### src/rtl/tsp_pkg.sv
package tsp_pkg;

   localparam logic [7:0] CHAR_NUL   = 8'h00;
   localparam logic [7:0] CHAR_ZERO  = 8'h30;
   localparam logic [7:0] CHAR_NINE  = 8'h39;
   localparam logic [7:0] CHAR_COLON = 8'h3A;
   localparam logic [7:0] CHAR_DOT   = 8'h2E;
   localparam logic [7:0] CHAR_MINUS = 8'h2D;

   localparam int MS_WIDTH   = 42;
   localparam int FRAC_WIDTH = 10;

   typedef struct packed {
      logic [7:0] char_code;
   } tsp_req_type;

   typedef struct packed {
      logic signed [MS_WIDTH-1:0] time_ms;
      logic                       valid_res;
   } tsp_rsp_type;

   // Totals of one finished string, handed from the scanner to the scaler.
   typedef struct packed {
      logic                  valid;
      logic                  ok;
      logic                  negative;
      logic [FRAC_WIDTH-1:0] fraction_ms;
   } tsp_total_type;

endpackage

### src/rtl/tsp_stream_if.sv
interface tsp_stream_if #(
   parameter type payload_type = logic
);
   logic        valid;
   logic        ready;
   payload_type payload;

   modport source (output valid, output payload, input ready);
   modport sink   (input valid, input payload, output ready);
endinterface

### src/rtl/tsp_scan.sv
module tsp_scan #(
   parameter int SECONDS_WIDTH = 32
) (
   input  logic                          clock,
   input  logic                          reset,
   input  logic                          char_valid,
   input  logic [7:0]                    char_code,
   output logic                          char_take,
   input  logic                          total_pop,
   output tsp_pkg::tsp_total_type        total,
   output logic [SECONDS_WIDTH-2:0]      total_seconds
);

   localparam int W = SECONDS_WIDTH;

   localparam logic [1:0] PHASE_INT  = 2'd0;
   localparam logic [1:0] PHASE_FRAC = 2'd1;
   localparam logic [1:0] PHASE_ERR  = 2'd2;

   logic                          first_ff, first_in;
   logic                          neg_ff, neg_in;
   logic [1:0]                    phase_ff, phase_in;
   logic [W-2:0]                  sec_ff, sec_in;
   logic [W-2:0]                  run_ff, run_in;
   logic [1:0]                    colons_ff, colons_in;
   logic [tsp_pkg::FRAC_WIDTH-1:0] frac_ff, frac_in;
   logic [1:0]                    fdig_ff, fdig_in;

   tsp_pkg::tsp_total_type total_ff, total_in;
   logic [W-2:0]           tsec_ff, tsec_in;

   logic                   is_digit;
   logic                   is_term;
   logic                   in_play;
   logic [W-1:0]           fold_sum;
   logic                   fold_ovf;
   logic [W+2:0]           run_x10;
   logic                   run_ovf;
   logic [W+4:0]           sec_x60;
   logic                   sec60_ovf;
   logic [tsp_pkg::FRAC_WIDTH-1:0] frac_x10;
   logic [tsp_pkg::FRAC_WIDTH-1:0] frac_scaled;

   assign is_term  = (char_code == tsp_pkg::CHAR_NUL);
   assign is_digit = (char_code >= tsp_pkg::CHAR_ZERO) && (char_code <= tsp_pkg::CHAR_NINE);
   assign in_play  = (phase_ff == PHASE_INT) || (phase_ff == PHASE_FRAC);

   // A terminator waits until the totals slot is free; other characters never stall.
   assign char_take = char_valid && (!is_term || !total_ff.valid || total_pop);

   // Both operands stay below 2^(W-1), so the top bit of the sum flags overflow.
   assign fold_sum = {1'b0, sec_ff} + {1'b0, run_ff};
   assign fold_ovf = fold_sum[W-1];

   assign run_x10 = ({4'b0, run_ff} << 3) + ({4'b0, run_ff} << 1)
                  + (W+3)'(char_code[3:0]);
   assign run_ovf = |run_x10[W+2:W-1];

   assign sec_x60 = ({6'b0, fold_sum[W-2:0]} << 6) - ({6'b0, fold_sum[W-2:0]} << 2);
   assign sec60_ovf = |sec_x60[W+4:W-1];

   assign frac_x10 = (frac_ff << 3) + (frac_ff << 1) + tsp_pkg::FRAC_WIDTH'(char_code[3:0]);

   always_comb begin
      unique case (fdig_ff)
         2'd1:    frac_scaled = (frac_ff << 6) + (frac_ff << 5) + (frac_ff << 2);
         2'd2:    frac_scaled = (frac_ff << 3) + (frac_ff << 1);
         default: frac_scaled = frac_ff;
      endcase
   end

   always_comb begin
      first_in  = first_ff;
      neg_in    = neg_ff;
      phase_in  = phase_ff;
      sec_in    = sec_ff;
      run_in    = run_ff;
      colons_in = colons_ff;
      frac_in   = frac_ff;
      fdig_in   = fdig_ff;
      total_in  = total_ff;
      tsec_in   = tsec_ff;

      if (total_pop) begin
         total_in.valid = 1'b0;
      end

      if (char_take) begin
         first_in = 1'b0;
         if (is_term) begin
            total_in.valid       = 1'b1;
            total_in.ok          = in_play && !fold_ovf;
            total_in.negative    = neg_ff;
            total_in.fraction_ms = frac_scaled;
            tsec_in              = fold_sum[W-2:0];
            first_in  = 1'b1;
            neg_in    = 1'b0;
            phase_in  = PHASE_INT;
            sec_in    = '0;
            run_in    = '0;
            colons_in = '0;
            frac_in   = '0;
            fdig_in   = '0;
         end else if (in_play) begin
            priority if (is_digit && phase_ff == PHASE_INT) begin
               if (run_ovf) begin
                  phase_in = PHASE_ERR;
               end else begin
                  run_in = run_x10[W-2:0];
               end
            end else if (is_digit) begin
               if (fdig_ff == 2'd3) begin
                  phase_in = PHASE_ERR;
               end else begin
                  frac_in = frac_x10;
                  fdig_in = fdig_ff + 2'd1;
               end
            end else if (phase_ff == PHASE_FRAC) begin
               phase_in = PHASE_ERR;
            end else if (char_code == tsp_pkg::CHAR_MINUS && first_ff) begin
               neg_in = 1'b1;
            end else if (char_code == tsp_pkg::CHAR_COLON) begin
               if (colons_ff == 2'd2 || fold_ovf || sec60_ovf) begin
                  phase_in = PHASE_ERR;
               end else begin
                  colons_in = colons_ff + 2'd1;
                  sec_in    = sec_x60[W-2:0];
                  run_in    = '0;
               end
            end else if (char_code == tsp_pkg::CHAR_DOT) begin
               if (fold_ovf) begin
                  phase_in = PHASE_ERR;
               end else begin
                  phase_in = PHASE_FRAC;
                  sec_in   = fold_sum[W-2:0];
                  run_in   = '0;
               end
            end else begin
               phase_in = PHASE_ERR;
            end
         end
      end
   end

   always_ff @(posedge clock) begin
      if (reset) begin
         first_ff       <= 1'b1;
         neg_ff         <= 1'b0;
         phase_ff       <= PHASE_INT;
         sec_ff         <= '0;
         run_ff         <= '0;
         colons_ff      <= '0;
         frac_ff        <= '0;
         fdig_ff        <= '0;
         total_ff.valid <= 1'b0;
      end else begin
         first_ff       <= first_in;
         neg_ff         <= neg_in;
         phase_ff       <= phase_in;
         sec_ff         <= sec_in;
         run_ff         <= run_in;
         colons_ff      <= colons_in;
         frac_ff        <= frac_in;
         fdig_ff        <= fdig_in;
         total_ff.valid <= total_in.valid;
      end
      total_ff.ok          <= total_in.ok;
      total_ff.negative    <= total_in.negative;
      total_ff.fraction_ms <= total_in.fraction_ms;
      tsec_ff              <= tsec_in;
   end

   assign total         = total_ff;
   assign total_seconds = tsec_ff;

endmodule

### src/rtl/tsp_scale.sv
module tsp_scale #(
   parameter int SECONDS_WIDTH = 32
) (
   input  logic                      clock,
   input  logic                      reset,
   input  tsp_pkg::tsp_total_type    total,
   input  logic [SECONDS_WIDTH-2:0]  total_seconds,
   output logic                      total_pop,
   tsp_stream_if.source              rsp_ch
);

   localparam int PW = (SECONDS_WIDTH + 9 > tsp_pkg::MS_WIDTH) ?
                       SECONDS_WIDTH + 9 : tsp_pkg::MS_WIDTH;

   logic                                out_v_ff, out_v_in;
   logic signed [tsp_pkg::MS_WIDTH-1:0] out_ms_ff, out_ms_in;
   logic                                out_ok_ff, out_ok_in;

   logic [PW-1:0]                 sec_ext;
   logic [PW-1:0]                 ms_abs;
   logic [tsp_pkg::MS_WIDTH-1:0]  ms_signed;

   assign total_pop = total.valid && (!out_v_ff || rsp_ch.ready);

   // seconds * 1000 as (s << 10) - (s << 4) - (s << 3), plus the fraction
   assign sec_ext   = PW'(total_seconds);
   assign ms_abs    = (sec_ext << 10) - (sec_ext << 4) - (sec_ext << 3)
                    + PW'(total.fraction_ms);
   assign ms_signed = total.negative ? -ms_abs[tsp_pkg::MS_WIDTH-1:0]
                                     :  ms_abs[tsp_pkg::MS_WIDTH-1:0];

   always_comb begin
      out_v_in  = out_v_ff && !rsp_ch.ready;
      out_ms_in = out_ms_ff;
      out_ok_in = out_ok_ff;
      if (total_pop) begin
         out_v_in  = 1'b1;
         out_ok_in = total.ok;
         out_ms_in = total.ok ? ms_signed : '0;
      end
   end

   always_ff @(posedge clock) begin
      if (reset) begin
         out_v_ff <= 1'b0;
      end else begin
         out_v_ff <= out_v_in;
      end
      out_ms_ff <= out_ms_in;
      out_ok_ff <= out_ok_in;
   end

   assign rsp_ch.valid             = out_v_ff;
   assign rsp_ch.payload.time_ms   = out_ms_ff;
   assign rsp_ch.payload.valid_res = out_ok_ff;

endmodule

### src/rtl/time_string_parser_unit.sv
// Time string parser: hours:minutes:seconds.fraction text to signed milliseconds.
//
// req_ch carries one character beat per cycle while ready is high; code 0 ends
// the string. rsp_ch carries one beat per terminator: time_ms (42-bit two's
// complement) and valid_res; a malformed string gives time_ms = 0, valid_res = 0.
//
// Throughput is one character per cycle while no terminator waits for the
// totals slot; the scanner updates its parse state as it takes each character.
// A terminator passes the input register, the scanner totals register, then
// the millisecond scaling into the output register, where rsp_ch goes valid.
//
// Synchronous reset empties every stage and clears the parse state, ready for a
// new string. When rsp_ch stalls, the finished response holds in the output
// register and a second terminator holds in the totals stage; characters keep
// flowing until a third terminator reaches the input register, where it waits
// and drops req_ch.ready.
module time_string_parser_unit #(
   parameter int SECONDS_WIDTH = 32
) (
   input  logic        clock,
   input  logic        reset,
   tsp_stream_if.sink   req_ch,
   tsp_stream_if.source rsp_ch
);

   logic       in_v_ff, in_v_in;
   logic [7:0] in_char_ff, in_char_in;

   logic                         char_take;
   logic                         total_pop;
   tsp_pkg::tsp_total_type       total;
   logic [SECONDS_WIDTH-2:0]     total_seconds;

   assign req_ch.ready = !in_v_ff || char_take;

   always_comb begin
      in_v_in    = in_v_ff && !char_take;
      in_char_in = in_char_ff;
      if (req_ch.valid && req_ch.ready) begin
         in_v_in    = 1'b1;
         in_char_in = req_ch.payload.char_code;
      end
   end

   always_ff @(posedge clock) begin
      if (reset) begin
         in_v_ff <= 1'b0;
      end else begin
         in_v_ff <= in_v_in;
      end
      in_char_ff <= in_char_in;
   end

   tsp_scan #(.SECONDS_WIDTH(SECONDS_WIDTH)) u_scan (
      .clock         (clock),
      .reset         (reset),
      .char_valid    (in_v_ff),
      .char_code     (in_char_ff),
      .char_take     (char_take),
      .total_pop     (total_pop),
      .total         (total),
      .total_seconds (total_seconds)
   );

   tsp_scale #(.SECONDS_WIDTH(SECONDS_WIDTH)) u_scale (
      .clock         (clock),
      .reset         (reset),
      .total         (total),
      .total_seconds (total_seconds),
      .total_pop     (total_pop),
      .rsp_ch        (rsp_ch)
   );

   // only a waiting beat can block the input
   a_ready_when_empty: assert property (@(posedge clock) disable iff (reset)
      !req_ch.ready |-> in_v_ff)
      else $error("input blocked with an empty input register");

   a_plain_char_flows: assert property (@(posedge clock) disable iff (reset)
      in_v_ff && in_char_ff != tsp_pkg::CHAR_NUL |-> char_take)
      else $error("non-terminator character stalled");

   a_total_holds: assert property (@(posedge clock) disable iff (reset)
      total.valid && !total_pop |=> total.valid)
      else $error("string totals lost while the output was busy");

   a_term_holds: assert property (@(posedge clock) disable iff (reset)
      in_v_ff && !char_take |=> in_v_ff && in_char_ff == tsp_pkg::CHAR_NUL)
      else $error("stalled terminator dropped");

   a_invalid_is_zero: assert property (@(posedge clock) disable iff (reset)
      rsp_ch.valid && !rsp_ch.payload.valid_res |-> rsp_ch.payload.time_ms == '0)
      else $error("invalid response with nonzero time");

endmodule

### src/flat_wrapper.sv
// flat-port wrapper written by rule: the top's interface ports become plain ports
module time_string_parser_unit_flat 
#(
   parameter int SECONDS_WIDTH = 32
)
  (clock, reset, req_ch_valid, req_ch_payload, req_ch_ready, rsp_ch_valid, rsp_ch_payload, rsp_ch_ready);
  tsp_stream_if #(.payload_type(tsp_pkg::tsp_req_type)) req_ch_i ();
  tsp_stream_if #(.payload_type(tsp_pkg::tsp_rsp_type)) rsp_ch_i ();
  input  logic clock;
  input  logic reset;
  input wire logic [$bits(req_ch_i.valid)-1:0] req_ch_valid;
  input wire logic [$bits(req_ch_i.payload)-1:0] req_ch_payload;
  output wire logic [$bits(req_ch_i.ready)-1:0] req_ch_ready;
  output wire logic [$bits(rsp_ch_i.valid)-1:0] rsp_ch_valid;
  output wire logic [$bits(rsp_ch_i.payload)-1:0] rsp_ch_payload;
  input wire logic [$bits(rsp_ch_i.ready)-1:0] rsp_ch_ready;
  assign req_ch_i.valid = req_ch_valid;
  assign req_ch_i.payload = req_ch_payload;
  assign req_ch_ready = req_ch_i.ready;
  assign rsp_ch_valid = rsp_ch_i.valid;
  assign rsp_ch_payload = rsp_ch_i.payload;
  assign rsp_ch_i.ready = rsp_ch_ready;
  time_string_parser_unit #(.SECONDS_WIDTH(SECONDS_WIDTH)) u_core (.clock(clock), .reset(reset), .req_ch(req_ch_i), .rsp_ch(rsp_ch_i));
endmodule
### config.mk
export PLATFORM = sky130hd
export DESIGN_NAME = time_string_parser_unit_flat
export DESIGN_NICKNAME = d
export VERILOG_FILES = /design/src/rtl/tsp_pkg.sv /design/src/rtl/tsp_stream_if.sv /design/src/rtl/tsp_scan.sv /design/src/rtl/tsp_scale.sv /design/src/rtl/time_string_parser_unit.sv /design/src/flat_wrapper.sv
export SDC_FILE = /design/constraint.sdc
export NUM_CORES = 1
export LEC_CHECK = 0
export BUFFER_PORTS_ARGS = -buffer_cell sky130_fd_sc_hd__buf_2
export CORE_ASPECT_RATIO = 1.1
export CORE_UTILIZATION = 58
export CTS_CLUSTER_DIAMETER = 100
export CTS_CLUSTER_SIZE = 14
export DETAILED_ROUTE_END_ITERATION = 10
export GPL_TIMING_DRIVEN = 1
export PLACE_DENSITY = 0.9
export SYNTH_ARGS = -nofsm -noshare
export SYNTH_HDL_FRONTEND = slang
export SYNTH_SLANG_ARGS = --single-unit
export TNS_END_PERCENT = 1
### constraint.sdc
create_clock -name clock -period 5.1 [get_ports clock]
set_input_delay 0.255 -clock clock [delete_from_list [all_inputs] [get_ports clock]]
set_output_delay 0.255 -clock clock [all_outputs]
set_load 0.02 [all_outputs]
==> metrics.yaml <==
final_layout:
  utilization_pct: 72.2
  area.growth.synth_to_final_pct: 22.1
  ff_latch_area_mm2: 0.00449
  multi_input_area_mm2: 0.0125
  final_net_count: 2592
  diodes: 0
  nFillCells: 2125
  drive_gt1_share_pct: 21.2
routing:
  routed_wirelength_mm: 52.9
  drt-initial-drc-count: 1364
  viasPerCell: 6.32
  routedWlPerCell_um: 19.2
  first_pass_iters: 8
  antenna_left: 0
  vias: 17400
  drcViolationCount: 0
clock_tree:
  htree_num_levels: 4
  clk_latency_ns: 0.45
  clockRootBuffer: "clkbuf_16"
  cts_tree: "built"
  cts.sinks: 177
  path_clk_slew_ns: 0.08
  cts_buffers: 17
  cts.path.max_buffers: 2
critical_path:
  r2r_setup_slack_ns: -0.81
  critPathCaptureType: "flop"
  crit_arrival_ns: 6.24
  ff2ff_path_depth: 27
  cp.required_ns: 5.43
  crit_path_start_kind: "flop"
  crit_path_max_fanout: 15
  setup.worst_path.class: "flop to flop"
power_and_ir_drop:
  power_frac_seq_pct: 49.7
  clockPowerShare_pct: 43.4
  cellPowerDensity_mw_per_mm2: 141
  vdd.ir_drop.worst_mv: 0.232
  p_int_w: 0.00229
  leakagePower_nw: 9.76
  switching_share_pct: 24.5
  combPwrFrac_pct: 6.9
  power_switching_w: 0.000741
yosys:
  synthFlopType: "edfxtp_1"
  synth_top_family_by_area: "compound AO/OA/AOI/OAI gates"
  synth_compound_area_share_pct: 25.3
  synth_top_cell_area_share_pct: 16.1
  synth_area_leaders: "edfxtp_1 (16%), ha_1 (13%), dfxtp_1 (9.4%)"
  synthMuxAreaShare_pct: 1.29
  yosysMostFrequentCell: "ha_1"
  synth_xor_area_share_pct: 8.27
  syn-cell-area_mm2: 0.0176
  avgSynthCellArea_um2: 8.51
  synth_warnings: 0
  syn-num-nets: 2294
  ys_ff_latch: 177
  syn_inst: 2067
  synth_area_leader_cell: "edfxtp_1"
  synth_cell_types: 98
  async_reset_ff_share_pct: 0
  yosysSeqAreaShare_pct: 25.5
  synth_edf_count: 94
  synthSimpleGateAreaFrac_pct: 17.0
  synthTopCellsByCount: "ha_1 (176), a21oi_1 (163), nand2_1 (143)"
  synth-adder-area-share_pct: 17.1
die:
  std_cell_rows: 66
  die-area_mm2: 0.0310
  core_area_mm2: 0.0297
  io_pins: 57
  initial_utilization_pct: 59.2
  die_height_um: 185
  die_x_um: 168
placed_design:
  portBuffers: 56
  globalplace.congestion: 0.960
  place_hpwl_mm: 39.5
global_routing:
  grt_pass1_wl_mm: 83.9
  grt_pass1_vias: 17154
  antenna_found_initial: 2
  grt_usage_pct: 33.8
  grt_start_max_net_pins: 53
  gr-total-overflow: 0
hold_path:
  min_path_type: "primary input to flop"
  worst_hold_path.num_cells: 3
timing:
  maxSlewViolCount: 0
  maxSlewHeadroom_pct: 18.9
  min_period_ns: 5.91
  max_freq_mhz: 169
  tightest_slew_ns: 1.22
  layout_setup_ws_ns: -0.810
  skew_ns: 0.0124
  setup-tns-final_ns: -49.29
  rsz0062_at_grt: "yes"
  finalCritPeriodShare_pct: 116
  setup_viol: 66
  hold_violations: 0
status:
  status: "finished with violations"
  violations: "setup timing"
flow_run:
  max_cap_violations: 0
==> power groups by stage <==
stage	Clock [W]	Sequential [W]	Combinational, W
floorplan	0	0.00153	0.000119
global placement	0	0.00154	0.000182
detailed placement	0	0.00154	0.000185
CTS	0.00131	0.00151	0.000201
global route	0.00136	0.00151	0.000221
finish	0.00132	0.00151	0.000208
==> cells in the final DEF, fill, tap and decap left out, types with 32 or more instances in the layout <==
cell type,instances
buf_4,302
ha_1,165
a21oi_1,155
nand2_1,143
inv_1,141
xnor2_1,104
o21ai_0,100
nor2_1,97
edfxtp_1,94
dfxtp_1,82
nand3_1,69
a21o_1,64
and2_1,57
xor2_1,56
buf_2,56
o22ai_1,49
a211oi_1,43
fa_1,38
nand4_1,35
nor3_1,32
==> critical path, stage by stage (launching register included) <==
cell,delay (ns)
dfxtp_1,0.36
ha_4,0.31
nand4_1,0.14
or3_4,0.42
buf_4,0.16
a211oi_4,0.33
buf_4,0.19
o31ai_4,0.06
nand2b_1,0.09
a21oi_1,0.07
xor2_1,0.14
buf_4,0.16
buf_4,0.13
ha_1,0.28
a21o_1,0.19
a21oi_2,0.22
a21boi_2,0.20
o22ai_1,0.09
a221o_1,0.39
a2111o_1,0.40
o211ai_1,0.12
o2111ai_2,0.15
or3_4,0.45
buf_6,0.17
a21oi_4,0.17
buf_12,0.14
buf_16,0.14
o22ai_1,0.11
==> path summary, 6_finish.rpt <==
check	startpoint	endpoint
max	u_core.u_scan.run_ff[10]	u_core.u_scan.run_ff[10]
min	req_ch_valid	u_core.in_v_ff
max reg2reg	u_core.u_scan.run_ff[10]	u_core.u_scan.run_ff[10]
min reg2reg	u_core.u_scan.sec_ff[26]	u_core.u_scan.sec_ff[26]
==> logic make-up (layout without fill, tap and decap cells) <==
group,Yosys count,in the layout
compound gates,662,662
xor+xnor,163,163
fa+ha+maj,217,217
buf+inv,245,556
flops,177,177
mux,21,21
simple gates,582,582
==> area by class of cell <==
cell class / instances / share of cell area, %
multi-input cells: 1645 / 58.4
flip-flops and latches: 177 / 20.9
repair buffers: 378 / 13.3
inverters: 146 / 2.55
well taps: 374 / 2.18
clock buffers: 22 / 2.16
clock inverters: 10 / 0.478
==> sequential cells by signal, summed over array words and instances, names as in the netlist <==
signal / cells
u_core.in_char_ff: 8
u_core.in_v_ff: 1
u_core.u_scale.out_ms_ff: 42
u_core.u_scale.out_ok_ff: 1
u_core.u_scale.rsp_ch.valid: 1
u_core.u_scan.colons_ff: 2
u_core.u_scan.fdig_ff: 2
u_core.u_scan.first_ff: 1
u_core.u_scan.frac_ff: 10
u_core.u_scan.neg_ff: 1
u_core.u_scan.phase_ff: 2
u_core.u_scan.run_ff: 31
u_core.u_scan.sec_ff: 31
u_core.u_scan.total: 13
u_core.u_scan.total_seconds: 31
==> timing repair <==
action,CTS,global route
cloned,4,0
buffers inserted,12,1
endpoints found under the setup margin,66,77
pin swaps,43,5
hold buffers,8,0
hold endpoints to repair,8,0
resized for setup,55,8
==> per-stage QoR <==
stage,cells,area (um^2),hold slack [ns],setup WS (ns),power (W)
after global placement,2695,20300,0.432,-0.670,0.00172
after CTS,2751,21400,0.0409,-0.556,0.00302
after floorplan,2067,17700,0.354,-0.305,0.00165
final,2752,21500,0.0430,-0.810,0.00303
after detailed placement,2695,20300,0.433,-0.739,0.00172
after global routing,2752,21500,0.0503,-0.955,0.00309
==> metal layers <==
layer / vias to the layer above / global-route usage, % / wire length (um)
met4: 0 / 17.1 / 2630
met3: 210 / 5.43 / 3170
li1: 8213 / - / -
met1: 8225 / 38.5 / 20900
met5: - / 0 / 0
met2: 752 / 61.0 / 26200
(Power assumes the default switching activity.)
